===== src/hw/rtl/indexed_list_engine_assert.svh =====
// ----------------------------------------------------------------------------
// Indexed list engine assertion macros
// Concurrent assertion wrappers shared by the engine's modules.
// ----------------------------------------------------------------------------
`ifndef INDEXED_LIST_ENGINE_ASSERT_SVH
`define INDEXED_LIST_ENGINE_ASSERT_SVH

`ifndef NO_ASSERTIONS
// Property must hold at every clock edge outside reset.
`define ILE_ASSERT(lbl, clk, rst_n, prop) \
  lbl: assert property (@(posedge clk) disable iff (!rst_n) prop) \
    else $error("indexed list engine: assertion failed");
// Expression must never be true outside reset.
`define ILE_ASSERT_NEVER(lbl, clk, rst_n, expr) \
  lbl: assert property (@(posedge clk) disable iff (!rst_n) !(expr)) \
    else $error("indexed list engine: forbidden condition seen");
`else
`define ILE_ASSERT(lbl, clk, rst_n, prop)
`define ILE_ASSERT_NEVER(lbl, clk, rst_n, expr)
`endif

`endif


===== src/hw/rtl/ile_pkg.sv =====
// ----------------------------------------------------------------------------
// Indexed list engine package
// Sizes, operation and status codes, and controller/datapath interface types.
// ----------------------------------------------------------------------------
package ile_pkg;

  localparam int unsigned CAPACITY   = 16;
  localparam int unsigned DATA_WIDTH = 32;
  localparam int unsigned ADDR_W     = $clog2(CAPACITY);
  localparam int unsigned CNT_W      = $clog2(CAPACITY + 1);
  localparam int unsigned IDX_A_W    = 5;
  localparam int unsigned IDX_B_W    = 4;

  typedef enum logic [2:0] {
    OP_INSERT  = 3'd0,
    OP_REMOVE  = 3'd1,
    OP_READ    = 3'd2,
    OP_WRITE   = 3'd3,
    OP_FIND    = 3'd4,
    OP_COMPARE = 3'd5,
    OP_SWAP    = 3'd6,
    OP_CLEAR   = 3'd7
  } op_e;

  typedef enum logic [1:0] {
    STS_OK    = 2'd0,
    STS_RANGE = 2'd1,
    STS_FULL  = 2'd2
  } status_e;

  typedef enum logic [2:0] {
    ADDR_PTR    = 3'd0,
    ADDR_PTR_M1 = 3'd1,
    ADDR_PTR_P1 = 3'd2,
    ADDR_IA     = 3'd3,
    ADDR_IB     = 3'd4
  } addr_sel_e;

  typedef enum logic [1:0] {
    WD_RDATA = 2'd0,
    WD_VALUE = 2'd1,
    WD_TMP   = 2'd2
  } wdata_sel_e;

  typedef enum logic [2:0] {
    PTR_HOLD = 3'd0,
    PTR_LEN  = 3'd1,
    PTR_IA   = 3'd2,
    PTR_ZERO = 3'd3,
    PTR_INC  = 3'd4,
    PTR_DEC  = 3'd5
  } ptr_op_e;

  typedef enum logic [1:0] {
    LEN_HOLD = 2'd0,
    LEN_INC  = 2'd1,
    LEN_DEC  = 2'd2,
    LEN_CLR  = 2'd3
  } len_op_e;

  typedef enum logic [3:0] {
    ST_IDLE,
    ST_EVAL,
    ST_UP_RD,
    ST_UP_WR,
    ST_INS_WR,
    ST_DN_RD,
    ST_DN_WR,
    ST_RD_WAIT,
    ST_CMP_WAIT,
    ST_FIND_RD,
    ST_FIND_CMP,
    ST_SWAP_RB,
    ST_SWAP_WA,
    ST_SWAP_WB,
    ST_FIN
  } state_e;

  // Commands from the controller to the datapath.
  typedef struct packed {
    logic       load;
    logic       rd_en;
    addr_sel_e  rd_sel;
    logic       wr_en;
    addr_sel_e  wr_sel;
    wdata_sel_e wd_sel;
    ptr_op_e    ptr_op;
    len_op_e    len_op;
    logic       tmp_load;
    logic       st_we;
    status_e    st_code;
    logic       rd_capture;
    logic       found_cmp;
    logic       out_load;
  } dp_cmd_t;

  // Status from the datapath to the controller.
  typedef struct packed {
    op_e  op;
    logic ia_gt_len;
    logic ia_ge_len;
    logic ib_ge_len;
    logic full;
    logic ptr_eq_ia;
    logic ptr_last;
    logic ptr_end;
    logic out_free;
  } dp_sts_t;

endpackage


===== src/hw/rtl/ile_dp.sv =====
// ----------------------------------------------------------------------------
// Indexed list engine datapath
// List memory, element count, walk pointer, request and result registers.
// ----------------------------------------------------------------------------
`include "indexed_list_engine_assert.svh"

module ile_dp (
  input  logic                          clk_i,
  input  logic                          rst_ni,
  input  ile_pkg::op_e                  op_i,
  input  logic [ile_pkg::IDX_A_W-1:0]   index_a_i,
  input  logic [ile_pkg::IDX_B_W-1:0]   index_b_i,
  input  logic signed [31:0]            value_i,
  input  ile_pkg::dp_cmd_t              cmd_i,
  output ile_pkg::dp_sts_t              sts_o,
  input  logic                          out_ready_i,
  output logic                          out_valid_o,
  output logic [1:0]                    status_o,
  output logic signed [31:0]            read_data_o,
  output logic                          found_o,
  output logic [4:0]                    element_count_o
);
  import ile_pkg::*;

  logic [DATA_WIDTH-1:0] mem_q [CAPACITY];
  logic [DATA_WIDTH-1:0] rdata_q;
  logic [DATA_WIDTH-1:0] tmp_q;
  logic [DATA_WIDTH-1:0] wdata;
  logic [ADDR_W-1:0]     raddr;
  logic [ADDR_W-1:0]     waddr;

  op_e                   op_q;
  logic [IDX_A_W-1:0]    ia_q;
  logic [IDX_B_W-1:0]    ib_q;
  logic [DATA_WIDTH-1:0] val_q;

  logic [CNT_W-1:0]      len_q, len_d;
  logic [CNT_W-1:0]      ptr_q, ptr_d;
  logic [CNT_W-1:0]      ptr_m1, ptr_p1;

  status_e               res_st_q;
  logic [DATA_WIDTH-1:0] res_rd_q;
  logic                  res_found_q;

  logic                  out_valid_q;
  status_e               out_st_q;
  logic [DATA_WIDTH-1:0] out_rd_q;
  logic                  out_found_q;
  logic [CNT_W-1:0]      out_cnt_q;

  logic                  full;

  assign ptr_m1 = ptr_q - CNT_W'(1);
  assign ptr_p1 = ptr_q + CNT_W'(1);
  assign full   = (len_q == CNT_W'(CAPACITY));

  function automatic logic [ADDR_W-1:0] sel_addr(
    input addr_sel_e        sel,
    input logic [CNT_W-1:0] ptr,
    input logic [CNT_W-1:0] pm1,
    input logic [CNT_W-1:0] pp1,
    input logic [IDX_A_W-1:0] ia,
    input logic [IDX_B_W-1:0] ib
  );
    logic [ADDR_W-1:0] a;
    case (sel)
      ADDR_PTR:    a = ADDR_W'(ptr);
      ADDR_PTR_M1: a = ADDR_W'(pm1);
      ADDR_PTR_P1: a = ADDR_W'(pp1);
      ADDR_IA:     a = ADDR_W'(ia);
      ADDR_IB:     a = ADDR_W'(ib);
      default:     a = ADDR_W'(ptr);
    endcase
    return a;
  endfunction

  assign raddr = sel_addr(cmd_i.rd_sel, ptr_q, ptr_m1, ptr_p1, ia_q, ib_q);
  assign waddr = sel_addr(cmd_i.wr_sel, ptr_q, ptr_m1, ptr_p1, ia_q, ib_q);

  always_comb begin
    case (cmd_i.wd_sel)
      WD_RDATA: wdata = rdata_q;
      WD_VALUE: wdata = val_q;
      WD_TMP:   wdata = tmp_q;
      default:  wdata = rdata_q;
    endcase
  end

  // List memory: one write port, one registered read port.
  always_ff @(posedge clk_i) begin
    if (cmd_i.wr_en) begin
      mem_q[waddr] <= wdata;
    end
    if (cmd_i.rd_en) begin
      rdata_q <= mem_q[raddr];
    end
  end

  always_comb begin
    case (cmd_i.ptr_op)
      PTR_LEN:  ptr_d = len_q;
      PTR_IA:   ptr_d = ia_q;
      PTR_ZERO: ptr_d = '0;
      PTR_INC:  ptr_d = ptr_p1;
      PTR_DEC:  ptr_d = ptr_m1;
      default:  ptr_d = ptr_q;
    endcase
  end

  always_comb begin
    case (cmd_i.len_op)
      LEN_INC: len_d = len_q + CNT_W'(1);
      LEN_DEC: len_d = len_q - CNT_W'(1);
      LEN_CLR: len_d = '0;
      default: len_d = len_q;
    endcase
  end

  always_ff @(posedge clk_i or negedge rst_ni) begin
    if (!rst_ni) begin
      len_q       <= '0;
      out_valid_q <= 1'b0;
    end else begin
      len_q <= len_d;
      if (cmd_i.out_load) begin
        out_valid_q <= 1'b1;
      end else if (out_ready_i) begin
        out_valid_q <= 1'b0;
      end
    end
  end

  // Request, walk and result registers carry payload only.
  always_ff @(posedge clk_i) begin
    ptr_q <= ptr_d;
    if (cmd_i.load) begin
      op_q        <= op_i;
      ia_q        <= index_a_i;
      ib_q        <= index_b_i;
      val_q       <= value_i;
      res_st_q    <= STS_OK;
      res_rd_q    <= '0;
      res_found_q <= 1'b0;
    end else begin
      if (cmd_i.st_we) begin
        res_st_q <= cmd_i.st_code;
      end
      if (cmd_i.rd_capture) begin
        res_rd_q <= rdata_q;
      end
      if (cmd_i.found_cmp && (rdata_q == val_q)) begin
        res_found_q <= 1'b1;
      end
    end
    if (cmd_i.tmp_load) begin
      tmp_q <= rdata_q;
    end
    if (cmd_i.out_load) begin
      out_st_q    <= res_st_q;
      out_rd_q    <= res_rd_q;
      out_found_q <= res_found_q;
      out_cnt_q   <= len_q;
    end
  end

  always_comb begin
    sts_o.op        = op_q;
    sts_o.ia_gt_len = (ia_q > len_q);
    sts_o.ia_ge_len = (ia_q >= len_q);
    sts_o.ib_ge_len = (CNT_W'(ib_q) >= len_q);
    sts_o.full      = full;
    sts_o.ptr_eq_ia = (ptr_q == ia_q);
    sts_o.ptr_last  = (ptr_p1 >= len_q);
    sts_o.ptr_end   = (ptr_q >= len_q);
    sts_o.out_free  = !out_valid_q || out_ready_i;
  end

  assign out_valid_o     = out_valid_q;
  assign status_o        = out_st_q;
  assign read_data_o     = out_rd_q;
  assign found_o         = out_found_q;
  assign element_count_o = out_cnt_q;

  `ILE_ASSERT_NEVER(a_len_bound, clk_i, rst_ni, len_q > CNT_W'(CAPACITY))
  `ILE_ASSERT(a_inc_not_full, clk_i, rst_ni, (cmd_i.len_op == LEN_INC) |-> !full)
  `ILE_ASSERT(a_out_load_valid, clk_i, rst_ni, cmd_i.out_load |=> out_valid_q)

endmodule


===== src/hw/rtl/ile_ctrl.sv =====
// ----------------------------------------------------------------------------
// Indexed list engine controller
// Sequences each request over the datapath's list memory, one access per state.
// ----------------------------------------------------------------------------
`include "indexed_list_engine_assert.svh"

module ile_ctrl (
  input  logic              clk_i,
  input  logic              rst_ni,
  input  logic              in_valid_i,
  output logic              in_ready_o,
  input  ile_pkg::dp_sts_t  sts_i,
  output ile_pkg::dp_cmd_t  cmd_o
);
  import ile_pkg::*;

  state_e state_q, state_d;
  logic   accept;

  assign in_ready_o = (state_q == ST_IDLE);
  assign accept     = in_valid_i && in_ready_o;

  always_ff @(posedge clk_i or negedge rst_ni) begin
    if (!rst_ni) begin
      state_q <= ST_IDLE;
    end else begin
      state_q <= state_d;
    end
  end

  // Next state.
  always_comb begin
    state_d = state_q;
    case (state_q)
      ST_IDLE: begin
        if (accept) state_d = ST_EVAL;
      end
      ST_EVAL: begin
        case (sts_i.op)
          OP_INSERT:  state_d = (sts_i.ia_gt_len || sts_i.full) ? ST_FIN : ST_UP_RD;
          OP_REMOVE:  state_d = sts_i.ia_ge_len ? ST_FIN : ST_DN_RD;
          OP_READ:    state_d = sts_i.ia_ge_len ? ST_FIN : ST_RD_WAIT;
          OP_WRITE:   state_d = ST_FIN;
          OP_FIND:    state_d = ST_FIND_RD;
          OP_COMPARE: state_d = sts_i.ia_ge_len ? ST_FIN : ST_CMP_WAIT;
          OP_SWAP: begin
            state_d = (sts_i.ia_ge_len || sts_i.ib_ge_len) ? ST_FIN : ST_SWAP_RB;
          end
          default:    state_d = ST_FIN;
        endcase
      end
      ST_UP_RD:    state_d = sts_i.ptr_eq_ia ? ST_INS_WR : ST_UP_WR;
      ST_UP_WR:    state_d = ST_UP_RD;
      ST_INS_WR:   state_d = ST_FIN;
      ST_DN_RD:    state_d = sts_i.ptr_last ? ST_FIN : ST_DN_WR;
      ST_DN_WR:    state_d = ST_DN_RD;
      ST_RD_WAIT:  state_d = ST_FIN;
      ST_CMP_WAIT: state_d = ST_FIN;
      ST_FIND_RD:  state_d = sts_i.ptr_end ? ST_FIN : ST_FIND_CMP;
      ST_FIND_CMP: state_d = ST_FIND_RD;
      ST_SWAP_RB:  state_d = ST_SWAP_WA;
      ST_SWAP_WA:  state_d = ST_SWAP_WB;
      ST_SWAP_WB:  state_d = ST_FIN;
      ST_FIN: begin
        if (sts_i.out_free) state_d = ST_IDLE;
      end
      default:     state_d = ST_IDLE;
    endcase
  end

  // Datapath commands.
  always_comb begin
    cmd_o      = '0;
    cmd_o.load = accept;
    case (state_q)
      ST_EVAL: begin
        case (sts_i.op)
          OP_INSERT: begin
            cmd_o.st_we   = sts_i.ia_gt_len || sts_i.full;
            cmd_o.st_code = sts_i.ia_gt_len ? STS_RANGE : STS_FULL;
            cmd_o.ptr_op  = PTR_LEN;
          end
          OP_REMOVE: begin
            cmd_o.st_we   = sts_i.ia_ge_len;
            cmd_o.st_code = STS_RANGE;
            cmd_o.ptr_op  = PTR_IA;
          end
          OP_READ, OP_COMPARE: begin
            cmd_o.st_we   = sts_i.ia_ge_len;
            cmd_o.st_code = STS_RANGE;
            cmd_o.rd_en   = !sts_i.ia_ge_len;
            cmd_o.rd_sel  = ADDR_IA;
          end
          OP_WRITE: begin
            cmd_o.st_we   = sts_i.ia_ge_len;
            cmd_o.st_code = STS_RANGE;
            cmd_o.wr_en   = !sts_i.ia_ge_len;
            cmd_o.wr_sel  = ADDR_IA;
            cmd_o.wd_sel  = WD_VALUE;
          end
          OP_FIND: begin
            cmd_o.ptr_op = PTR_ZERO;
          end
          OP_SWAP: begin
            cmd_o.st_we   = sts_i.ia_ge_len || sts_i.ib_ge_len;
            cmd_o.st_code = STS_RANGE;
            cmd_o.rd_en   = 1'b1;
            cmd_o.rd_sel  = ADDR_IA;
          end
          default: begin
            cmd_o.len_op = LEN_CLR;
          end
        endcase
      end
      ST_UP_RD: begin
        cmd_o.rd_en  = !sts_i.ptr_eq_ia;
        cmd_o.rd_sel = ADDR_PTR_M1;
      end
      ST_UP_WR: begin
        cmd_o.wr_en  = 1'b1;
        cmd_o.wr_sel = ADDR_PTR;
        cmd_o.wd_sel = WD_RDATA;
        cmd_o.ptr_op = PTR_DEC;
      end
      ST_INS_WR: begin
        cmd_o.wr_en  = 1'b1;
        cmd_o.wr_sel = ADDR_IA;
        cmd_o.wd_sel = WD_VALUE;
        cmd_o.len_op = LEN_INC;
      end
      ST_DN_RD: begin
        cmd_o.rd_en  = !sts_i.ptr_last;
        cmd_o.rd_sel = ADDR_PTR_P1;
        cmd_o.len_op = sts_i.ptr_last ? LEN_DEC : LEN_HOLD;
      end
      ST_DN_WR: begin
        cmd_o.wr_en  = 1'b1;
        cmd_o.wr_sel = ADDR_PTR;
        cmd_o.wd_sel = WD_RDATA;
        cmd_o.ptr_op = PTR_INC;
      end
      ST_RD_WAIT: begin
        cmd_o.rd_capture = 1'b1;
      end
      ST_CMP_WAIT, ST_FIND_CMP: begin
        cmd_o.found_cmp = 1'b1;
      end
      ST_FIND_RD: begin
        cmd_o.rd_en  = !sts_i.ptr_end;
        cmd_o.rd_sel = ADDR_PTR;
        cmd_o.ptr_op = sts_i.ptr_end ? PTR_HOLD : PTR_INC;
      end
      ST_SWAP_RB: begin
        cmd_o.rd_en    = 1'b1;
        cmd_o.rd_sel   = ADDR_IB;
        cmd_o.tmp_load = 1'b1;
      end
      ST_SWAP_WA: begin
        cmd_o.wr_en  = 1'b1;
        cmd_o.wr_sel = ADDR_IA;
        cmd_o.wd_sel = WD_RDATA;
      end
      ST_SWAP_WB: begin
        cmd_o.wr_en  = 1'b1;
        cmd_o.wr_sel = ADDR_IB;
        cmd_o.wd_sel = WD_TMP;
      end
      ST_FIN: begin
        cmd_o.out_load = sts_i.out_free;
      end
      default: begin
        cmd_o.rd_en = 1'b0;
      end
    endcase
  end

  `ILE_ASSERT(a_wr_busy, clk_i, rst_ni, cmd_o.wr_en |-> (state_q != ST_IDLE))
  `ILE_ASSERT(a_load_free, clk_i, rst_ni, cmd_o.out_load |-> sts_i.out_free)
  `ILE_ASSERT(a_accept_eval, clk_i, rst_ni, accept |=> (state_q == ST_EVAL))

endmodule


===== src/hw/rtl/indexed_list_engine.sv =====
// Sequencing: each request passes the evaluate and finish states; insert and
// remove shift every element between the position and the end of the list, a
// read and a write each, and find reads and compares every element in turn.
// Throughput: one request at a time; the next is taken once the previous
// one's result sits in the output register, which may still be waiting.
// Reset: asynchronous, active low; the list comes up empty, no clearing pass.
// ----------------------------------------------------------------------------
// Indexed list engine
// Ordered list of signed words addressed by position, with insert, remove,
// read, write, find, compare, swap and clear requests over stream channels.
// ----------------------------------------------------------------------------
module indexed_list_engine (
  input  logic        clk_i,
  input  logic        rst_ni,
  // Request channel.
  input  logic        s_axis_tvalid,
  output logic        s_axis_tready,
  input  logic [47:0] s_axis_tdata,  // index_a[4:0], index_b[8:5], value[40:9]
  input  logic [2:0]  s_axis_tuser,  // op[2:0]
  // Result channel.
  output logic        m_axis_tvalid,
  input  logic        m_axis_tready,
  output logic [39:0] m_axis_tdata   // status[1:0], read_data[33:2], found[34],
                                     // element_count[39:35]
);
  import ile_pkg::*;

  // The controller walks each request through the datapath; the two talk only
  // through the command and status structs below.
  dp_cmd_t            cmd;
  dp_sts_t            sts;

  logic [1:0]         res_status;
  logic signed [31:0] res_read_data;
  logic               res_found;
  logic [4:0]         res_count;

  ile_ctrl u_ctrl (
    .clk_i      (clk_i),
    .rst_ni     (rst_ni),
    .in_valid_i (s_axis_tvalid),
    .in_ready_o (s_axis_tready),
    .sts_i      (sts),
    .cmd_o      (cmd)
  );

  // The datapath owns the list memory, the element count and the output
  // register, so a finished result can wait while the next request enters.
  ile_dp u_dp (
    .clk_i           (clk_i),
    .rst_ni          (rst_ni),
    .op_i            (op_e'(s_axis_tuser[2:0])),
    .index_a_i       (s_axis_tdata[4:0]),
    .index_b_i       (s_axis_tdata[8:5]),
    .value_i         (s_axis_tdata[40:9]),
    .cmd_i           (cmd),
    .sts_o           (sts),
    .out_ready_i     (m_axis_tready),
    .out_valid_o     (m_axis_tvalid),
    .status_o        (res_status),
    .read_data_o     (res_read_data),
    .found_o         (res_found),
    .element_count_o (res_count)
  );

  // Result fields packed from the lowest bit up; exactly five bytes.
  assign m_axis_tdata = {res_count, res_found, res_read_data, res_status};

endmodule

===== config.mk =====
export PLATFORM = sky130hd
export DESIGN_NAME = indexed_list_engine
export DESIGN_NICKNAME = d
export VERILOG_FILES = /design/src/hw/rtl/ile_pkg.sv /design/src/hw/rtl/ile_dp.sv /design/src/hw/rtl/ile_ctrl.sv /design/src/hw/rtl/indexed_list_engine.sv
export VERILOG_INCLUDE_DIRS = /design/src /design/src/hw/rtl
export SDC_FILE = /design/constraint.sdc
export NUM_CORES = 1
export LEC_CHECK = 0
export ABC_AREA = 0
export CAP_MARGIN = 20
export CORE_MARGIN = 2
export CORE_UTILIZATION = 68
export DETAILED_ROUTE_END_ITERATION = 12
export DONT_BUFFER_PORTS = 1
export PLACE_DENSITY_LB_ADDON = 0.12
export SLEW_MARGIN = 5
export SYNTH_ARGS = -nofsm -noshare
export SYNTH_HDL_FRONTEND = slang
export SYNTH_HIERARCHICAL = 1
export SYNTH_SLANG_ARGS = --single-unit

===== constraint.sdc =====
create_clock -name clk_i -period 14.72 [get_ports clk_i]
set_clock_uncertainty 0.05 [all_clocks]
set_input_delay 0 -clock clk_i [delete_from_list [all_inputs] [get_ports clk_i]]
set_output_delay 0 -clock clk_i [all_outputs]
set_load 0.01 [all_outputs]

==> run summary <==
run status: complete, no violations
Slew headroom: 26.3%
r2r setup slk: 9.16 ns
crit-path max cell delay: 0.75 ns
setup violators final: 0
Critical Path Start Type: flip-flop
Worst-Margin Slew: 1.10 ns
NetSw: 2.78 mW
largest net degree at the start of global routing: 73
RSZ-0062 raised after global routing: no
final hold vios: 0
CP endpoint kind: flip-flop
worst path required time: 14.97 ns
Total Routing Usage GR: 30.7%
Critical Path Fanout Max: 50
top area cells in the synthesized netlist: edfxtp_1 69%, mux4_2 9.9%, mux2i_1 4.8%
internal power: 5.31 mW
Antenna Cells: 0
Final nets: 1824
final total power: 8.09 mW
I/O Buffers: 0
Max Slew Vio Count: 0
synthesis-to-finish area growth: 13.6%
Placer Congestion: 0.905
Detailed Routing Iterations Pass 1: 8
WHS Path Cells: 1
clock share of power: 21.2%
most used cell, CP: buf_4
# rows: 75
leakage: 11.1 nW
global-route wire length before repair: 97700 um
worst reg2reg path depth: 11
drt first-iter violations: 2071
Mapped Cells: 1603
CTS sink count: 710
DR top layer: met4
vias in the first global route: 15600
Distinct cells, synth: 77
Setup CP Type: reg -> reg
detailed placer's ending HPWL: 36500 um
PD cells: 245 mW/mm2
Peak VDD IR: 0.000183 V
Top FF cell, synth: edfxtp_1
ys async rst share: 1.41%
WP data arrival: 5.81 ns
wire length on met1: 25800 um
Post-Syn Area: 0.0290 mm2
Initial Util: 69.1%
full die area: 0.0444 mm2
Final period util: 37.8%
post-route ant nets: 0
routed wl met3: 6070 um
Die H: 211 um
CTS tree: yes
CP cell instances: nand2_1, nor2_4, buf_4, or3b_1, a21oi_1, a211o_4, buf_4, buf_4, mux4_2, mux2i_1, mux2i_1
wire per inst: 28.4 um
setup TNS: 0 ns
Max Freq: 0.180 GHz
slowest CP cell: dfrtp_1
EDFF count, synth: 665
# H-tree levels: 3
drt via density: 6.67
Worst-path clk slew: 0.06 ns
share of post-route cells with drive strength above 1: 18.3%
Die Wd: 211 um
Hold Path Class: in -> reg
Post-CTS Setup Repair Bufs: 0
overall routed net length: 66300 um
sequential power share: 42.2%
post-synth top area share: 68.8%
Worst-Skew Late Latency: 0.60 ns
Layout Utilization: 78.5%
YS warnings: 6
sw frac: 34.4%
syn_nets: 1685
IO Count: 97
antenna violations before repair: 0
Final min period: 5.56 ns
register bit total from synthesis: 710
cts bufs inserted: 69
Logic pwr share: 36.5%
Root Driver: clkbuf_16
leading area contributor after synthesis: edfxtp_1
post-synthesis sequential area ratio: 72.0%
Longest Clk Path Bufs: 3
core region area: 0.0420 mm2
max-cap viol count: 0
total gr overflow: 0
met2 routed WL: 32300 um
drc violations: 0
synthesized area per cell: 18.1 um2
via count: 15500
## path summary, 6_finish.rpt
| check | startpoint | end |
|---|---|---|
| max in group asynchronous | rst_ni | u_ctrl/state_q[2] |
| max reg2reg | u_ctrl/state_q[1] | u_dp/rdata_q[21] |
| min | s_axis_tdata[35] | u_dp/val_q[26] |
| max | u_ctrl/state_q[1] | u_dp/rdata_q[21] |
| min reg2reg | u_dp/res_rd_q[5] | u_dp/read_data_o[5] |
| min in group asynchronous | rst_ni | u_dp/len_q[0] |
## state kept, by name, indices dropped and copies added, names as in the netlist
name / flops
u_dp/ib_q: 4
u_dp/element_count_o: 5
u_dp/tmp_q: 32
u_dp/val_q: 32
u_dp/ptr_q: 5
u_dp/found_o: 1
u_dp/rdata_q: 32
u_dp/op_q: 3
u_dp/res_rd_q: 32
u_ctrl/state_q: 4
u_dp/res_st_q: 2
u_dp/ia_q: 5
u_dp/res_found_q: 1
u_dp/mem_q: 512
u_dp/len_q: 5
u_dp/read_data_o: 32
u_dp/out_valid_o: 1
u_dp/status_o: 2
## power by group through the flow
stage          clock network [mW]  registers [mW]  logic (mW)
6_report                     1.72            3.42        2.96
3_5_place_dp                    0            3.43        2.90
2_1_floorplan                   0            3.31        2.13
3_3_place_gp                    0            3.40        2.80
4_1_cts                      1.73            3.40        2.94
5_1_grt                      1.81            3.45        3.18
## timing repair
item | 4_1_cts | 5_1_grt
hold buffers | 91 | 0
setup endpoints to repair | 0 | 0
hold endpoints to repair | 70 | 0
resized for setup | 0 | 0
## per-stage QoR
stage | worst slack [ns] | hold slack (ns) | area, um2 | cells
6_report | 9.16 | 0.0886 | 33000 | 2330
5_1_grt | 8.69 | 0.0680 | 33000 | 2330
4_1_cts | 9.13 | 0.0322 | 33000 | 2326
3_5_place_dp | 9.17 | -0.345 | 29900 | 2115
3_3_place_gp | 9.28 | -0.345 | 29900 | 2115
2_1_floorplan | 10.08 | -0.346 | 29000 | 1603
## cell usage in the layout (no fill, tap or decap), drive strengths merged, types with 32 or more instances in the layout
master       count
mux4           128
buf             69
dfxtp           35
edfxtp         665
clkbuf          92
mux2i          139
nand2           58
a21oi           35
o21ai           53
a22oi           32
dlygate4sd3     91
nor2            87
## logic make-up after synthesis
logic type / Yosys count / synth area share (%)
buffers and inverters: 115 / 2.13
AOI/OAI and AO/OA: 184 / 4.21
adders and majority gates: 27 / 1.19
and+or+nand+nor: 246 / 4.05
xor gates and xnor gates: 50 / 1.51
muxes: 271 / 14.9
DFF: 710 / 72.0
## worst max-delay path, delay by kind of cell, from the launching register on
family	cells	cell delay [ns]
simple gates	3	0.78
mux	3	0.91
compound gates	2	0.67
buf+inv	3	1.94
flops	1	0.75
## cell type report
cell class / count / area [um2]
repair buffers: 161 / 1430
multi-input cells: 778 / 7700
clock inverters: 29 / 277
inverters: 22 / 82.6
fillers: 2150 / 9050
clock buffers: 91 / 1900
flip-flops and latches: 710 / 20900
well taps: 539 / 674
## Yosys cell counts, types with 3 or more instances
cell,count
nor4_1,7
a211o_1,3
xnor2_1,27
inv_1,22
and3_1,3
buf_1,4
buf_2,34
a2bb2oi_1,3
buf_4,10
edfxtp_1,665
mux2i_1,139
nor2b_1,10
o31ai_1,5
xor2_1,23
nand3_1,20
clkbuf_1,30
nand4_1,5
a21oi_1,34
a211oi_1,4
mux4_2,128
dfxtp_1,35
o22ai_1,5
nand2_1,58
ha_1,26
dfrtp_1,10
mux2_2,4
a21o_1,8
nand2b_1,18
a221oi_1,4
nor2_1,86
a22oi_1,32
nor3_1,19
o21ai_0,51
buf_6,14
## per-layer routing
layer  track usage [%]  up-vias
met3              5.65      149
met2              49.1      845
met4              10.4        0
li1                  -     6667
met1              43.9     7879
met5                 0        -
No activity file was read; power rests on OpenSTA's default activity.
